`src/hw/rtl/lecc_pkg.sv`:
```
package lecc_pkg;

	// break characters
	localparam logic [7:0] BYTE_LF = 8'h0A;
	localparam logic [7:0] BYTE_CR = 8'h0D;

	typedef logic [1:0]  held_t;
	typedef logic [2:0]  brk_t;
	typedef logic [1:0]  status_t;
	typedef logic [31:0] line_t;

	// pending break byte
	localparam held_t HELD_NONE = 2'd0;
	localparam held_t HELD_CR   = 2'd1;
	localparam held_t HELD_LF   = 2'd2;

	// break types, also the codes of valid_ending
	localparam brk_t TYPE_NONE = 3'd0;
	localparam brk_t TYPE_CR   = 3'd1;
	localparam brk_t TYPE_LF   = 3'd2;
	localparam brk_t TYPE_CRLF = 3'd3;
	localparam brk_t TYPE_LFCR = 3'd4;

	localparam status_t ST_OK           = 2'd0;
	localparam status_t ST_INVALID      = 2'd1;
	localparam status_t ST_INCONSISTENT = 2'd2;

	localparam line_t LINE_FIRST = 32'd1;
	localparam line_t LINE_MAX   = 32'hFFFF_FFFF;

	typedef struct packed {
		held_t   held;
		brk_t    locked;
		line_t   line;
		status_t verdict;
		line_t   vline;
	} stream_state_t;

	localparam stream_state_t STATE_CLEAR = '{
		held:    HELD_NONE,
		locked:  TYPE_NONE,
		line:    LINE_FIRST,
		verdict: ST_OK,
		vline:   LINE_FIRST
	};

	typedef struct packed {
		status_t status;
		line_t   error_line;
		brk_t    detected_ending;
	} result_t;

endpackage

```
`src/hw/rtl/lecc_step.sv`:
```
// One byte of stream state update, pure logic.
module lecc_step import lecc_pkg::*; (
	input  stream_state_t state,
	input  logic [7:0]    data_byte,
	input  logic          last_byte,
	input  brk_t          valid_ending,
	output stream_state_t state_next,
	output result_t       result
);

	function automatic stream_state_t take_break(stream_state_t s, brk_t kind, brk_t req);
		stream_state_t r;
		logic          err;
		r   = s;
		err = 1'b0;
		if (r.verdict == ST_OK) begin
			if (r.locked == TYPE_NONE) begin
				r.locked = kind;
				if (req != TYPE_NONE && kind != req) begin
					r.verdict = ST_INVALID;
					err       = 1'b1;
				end
			end else if (kind != r.locked) begin
				r.verdict = ST_INCONSISTENT;
				err       = 1'b1;
			end
			if (err) begin
				r.vline = r.line;
			end else if (r.line != LINE_MAX) begin
				r.line = r.line + LINE_FIRST;
			end
		end
		return r;
	endfunction

	stream_state_t s;
	brk_t          kind;
	held_t         nh;

	always_comb begin
		s    = state;
		kind = TYPE_NONE;
		nh   = HELD_NONE;
		if (state.verdict == ST_OK) begin
			case (state.held)
				HELD_CR: begin
					if (data_byte == BYTE_LF) begin
						kind = TYPE_CRLF;
					end else begin
						kind = TYPE_CR;
						if (data_byte == BYTE_CR) nh = HELD_CR;
					end
				end
				HELD_LF: begin
					if (data_byte == BYTE_CR) begin
						kind = TYPE_LFCR;
					end else begin
						kind = TYPE_LF;
						if (data_byte == BYTE_LF) nh = HELD_LF;
					end
				end
				default: begin
					if (data_byte == BYTE_CR)      nh = HELD_CR;
					else if (data_byte == BYTE_LF) nh = HELD_LF;
				end
			endcase
			s.held = nh;
			if (kind != TYPE_NONE) s = take_break(s, kind, valid_ending);
			// break byte left pending at end of stream counts alone
			if (last_byte && s.held != HELD_NONE) begin
				s      = take_break(s, (s.held == HELD_CR) ? TYPE_CR : TYPE_LF, valid_ending);
				s.held = HELD_NONE;
			end
		end
		result.status          = s.verdict;
		result.error_line      = (s.verdict != ST_OK) ? s.vline : s.line;
		result.detected_ending = s.locked;
		state_next             = last_byte ? STATE_CLEAR : s;
	end

endmodule

```
`config.mk`:
```
export PLATFORM = sky130hd
export DESIGN_NAME = lecc_step
export DESIGN_NICKNAME = d
export VERILOG_FILES = /design/src/hw/rtl/lecc_pkg.sv /design/src/hw/rtl/lecc_step.sv
export SDC_FILE = /design/constraint.sdc
export NUM_CORES = 1
export LEC_CHECK = 0
export BUFFER_PORTS_ARGS = -buffer_cell sky130_fd_sc_hd__buf_2
export CAP_MARGIN = 0
export CORE_UTILIZATION = 30
export DETAILED_ROUTE_END_ITERATION = 7
export PLACE_DENSITY = 0.65
export SLEW_MARGIN = 15
export SYNTH_ARGS = -nofsm -noshare
export SYNTH_HDL_FRONTEND = slang
export SYNTH_SLANG_ARGS = --single-unit
```
`constraint.sdc`:
```
create_clock -name vclk -period 15.6
set_input_delay 3.9 -clock vclk [all_inputs]
set_output_delay 3.9 -clock vclk [all_outputs]
set_load 0.02 [all_outputs]
```
; ---- Yosys cells after proc, flatten, opt, wreduce, memory -nomap -nowiden
; Cells that the tools add are included.
[word_totals]
reg_bits = 0
input_bits = 83
output_inout_bits = 108
word_cells = 67
[classes]
addsub = 2
eq_ne = 11
n_mux = 43
reduce_logical = 11
[op_table]
columns = cell, count
row1 = two-way mux 71 bit, 4
row2 = two-way mux 32 bit, 7
row3 = two-way mux 69 bit, 2
row4 = "adder 32 x 1 -> 32 bit, second input constant", 2
row5 = "inequality test 32 bit, second input constant", 2
row6 = two-way mux 2 bit, 11
row7 = "equality test 8 x 4 -> 1 bit, second input constant", 2
row8 = two-way mux 1 bit, 13
row9 = two-way mux 3 bit, 4
row10 = logical NOT 3 bit, 2
row11 = inequality test 2 x 3 -> 1 bit, 2
row12 = inequality test 3 bit, 2
row13 = one-hot mux 3 bit (2 select lines), 1
row14 = nonzero test 3 bit, 2
row15 = "equality test 2 x 1 -> 1 bit, second input constant", 2
row16 = logical NOT 2 bit, 2
row17 = one-hot mux 2 bit (2 select lines), 1
row18 = nonzero test 2 bit, 2
row19 = logical AND 1 bit, 3
row20 = "equality test 2 bit, second input constant", 1

; ---- Depth between registers and ports, before layout
[depth]
depth_word = 28
ltp_mapped = 23
mapped_depth_nobuf = 19

; ---- Worst setup path after synthesis
; Ideal clock, no wire load.
[synth_path]
path_kind = in2out
startpoint = input state[70] (netlist name)
endpoint = output state_next[58] (netlist name)
t_arrival_ns = 8.462
required_time_ns = 11.700
setup_slack_ns = 3.238
path_stages = 22
n_path_buf = 4
cell_sequence = inv_1 ha_1 clkbuf_1 nand4_2 a2111oi_2 or4_1 a21bo_4 buf_4 buf_4 buf_4 nor2_1 nand2_1 nand2_1 ha_1 nor2b_1 and4_1 o22ai_1 or2_2 a2111oi_4 a31oi_1 or3_1 a21oi_1
[synth_rtl]
columns = element, line
row1 = from (decl), lecc_step.sv:3  ; input stream_state_t state,
row2 = to (decl), lecc_step.sv:7  ; output stream_state_t state_next,

==> reports/results.tsv <==
metric	value	unit
Syn Inst Count	805	
port bufs	191	
sequential share of the synthesized area	0	
nets	1032	
number of inserted diodes	0	
Rows	45	
Slew headroom	0.346	
Hold Crit Class	input pin to output port	
final hold viol count	0	
crit end category	output port	
Finished Core Util	0.380	
Worst Tran Pin Value	0.974	ns
fmax	74.3	MHz
overall die width	127	um
# clk buffers	0	
Synth Area per Inst	5.86	um2
Setup CP Type	input pin to output port	
Leakage	2.35	nW
routability cong.	0.952	
remaining antenna violation count	0	
Avg Vias per Cell	6.02	
1st-pass router iterations	6	
Max Slew Vio Count	0	
syn nets	892	
P&R area growth vs syn	22.7	%
Max IR drop VDD	13.3	uV
fin crit period	13.47	ns
library cells used by synthesis	75	
initial antenna violation count	0	
full die area	16200	um2
CTS hold repair buffers	0	
Top-Level Pins	191	
Die H	127	um
crit share post-route	0.863	
CP Max Fanout	33	
cts repair resizes	0	
area of the multi-input gates	4380	um2
Total GRT Usage	0.267	
crit path DAT	9.57	ns
status	completed	
first-pass GRT wire length	35000	um
FILL cells	1696	
largest net degree at the start of global routing	69	
Post-Route WL	22700	um
setup TNS	0	ns
routed via count	6944	
Cell Pwr Density	31.0	nW/um2
Critical Path Source Type	input pin	
DRT iter0 DRCs	713	
Starting Density	0.309	
Setup-failing EPs final	0	
seq_cells	0	
unrepaired setup endpoints after global routing	false	
DP HPWL	17000	um
Hold WS	8.17	ns
grt total ovfl	0	
Post-CTS Setup Bufs	0	
Synth Warn #	0	
layout cells sized above 1	0.266	
synthesized area	4720	um2
vias in the first global route	6297	
DR DRC count	0	
core area	15300	um2
Critical Path RT	11.70	ns
DR WL/cell	19.7	um
Seq. cell area	0	um2
Max Cap Violations	0	
worst max-delay path, stage by stage:
cell and delay (ns):
buf_2 0.10, inv_1 0.04, ha_1 0.27, buf_4 0.22, inv_1 0.39, and4_1 0.33, nor4_1 0.09, or4_1 0.54
a21bo_4 0.46, nor2_1 0.21, nand2_1 0.11, nand2_1 0.11, ha_1 0.25, nor2b_1 0.13, and4_1 0.22, o22ai_1 0.27
or3b_1 0.64, nand3_1 0.39, o21ai_0 0.34, mux2_2 0.36, buf_2 0.16
power breakdown:
part / switching (mW) / internal, mW / total [mW] / leakage (nW)
Sequential: 0 / 0 / 0 / 0
Combinational: 0.121 / 0.0588 / 0.180 / 2.35
Clock: 0 / 0 / 0 / 0
stage by stage:
stage / std cells / instance area (um2) / power [mW] / worst slack, ns
2_1_floorplan: 805 / 4720 / 0.115 / 3.24
3_5_place_dp: 1154 / 5790 / 0.177 / 2.27
3_3_place_gp: 1154 / 5790 / 0.177 / 2.48
5_1_grt: 1154 / 5790 / 0.194 / 1.70
6_report: 1154 / 5790 / 0.180 / 2.13
4_1_cts: 1154 / 5790 / 0.178 / 2.25
synthesized netlist by cell type (5+ instances only):
master / n / area (um2)
a21oi_1: 30 / 150
mux2i_1: 16 / 160
o22ai_1: 32 / 200
a22oi_1: 27 / 203
xnor2_1: 31 / 272
clkbuf_1: 55 / 206
nand3_1: 37 / 185
and2_1: 15 / 93.8
a31o_2: 6 / 52.6
xor2_1: 9 / 78.8
or3_1: 20 / 125
o31ai_1: 11 / 82.6
o21ai_0: 57 / 285
nand2_1: 105 / 394
inv_1: 24 / 90.1
nor4_1: 15 / 93.8
a31oi_1: 16 / 100
nor2_1: 95 / 357
nor2b_1: 5 / 31.3
o211ai_1: 10 / 75.1
or2_2: 12 / 75.1
buf_2: 5 / 25.0
nand4_1: 14 / 87.6
nand2b_1: 7 / 43.8
nor3_1: 35 / 175
and3_1: 12 / 75.1
cells in the final DEF (no fill, tap or decap), types with 5 or more instances in the layout:
master	Yosys	routed
buf_2	5	191
nand2_1	105	105
nor2_1	95	93
o21ai_0	57	57
nand3_1	37	37
nor3_1	35	35
o22ai_1	32	32
xnor2_1	31	31
a21oi_1	30	30
a22oi_1	27	27
inv_1	24	24
or3_1	20	20
a31oi_1	16	16
mux2i_1	16	16
and2_1	15	15
nor4_1	15	15
nand4_1	14	14
buf_4	3	14
and3_1	12	12
or2_2	12	12
o31ai_1	11	11
o211ai_1	10	10
xor2_1	9	9
nand2b_1	7	7
a31o_2	6	6
nor2b_1	5	5
cell type report:
class	count	area share
inverter	24	0.0156
multi-input combinational	714	0.756
tap	211	0.0456
timing repair buffer	205	0.183
metal layers:
metal	global-route usage	vias up	wire length [um]
met4	0.0574	0	476
met5	0	-	0
li1	-	3280	-
met3	0.0230	38	1890
met2	0.453	369	10400
met1	0.366	3257	9930
kinds of logic (layout without fill, tap and decap cells):
family | Yosys count | after routing | share of synthesized area
compound gates | 235 | 235 | 0.333
xor+xnor | 40 | 40 | 0.0742
fa+ha+maj | 4 | 4 | 0.0106
buf+inv | 91 | 229 | 0.0761
mux | 20 | 20 | 0.0435
simple gates | 415 | 415 | 0.462
path summary, 6_finish.rpt:
path | startpoint | end | cells past startpoint
worst max-delay path | state[69] | state_next[61] | 21
worst min-delay path | state[19] | state_next[19] | 4
No activity file was read; power rests on OpenSTA's default activity.
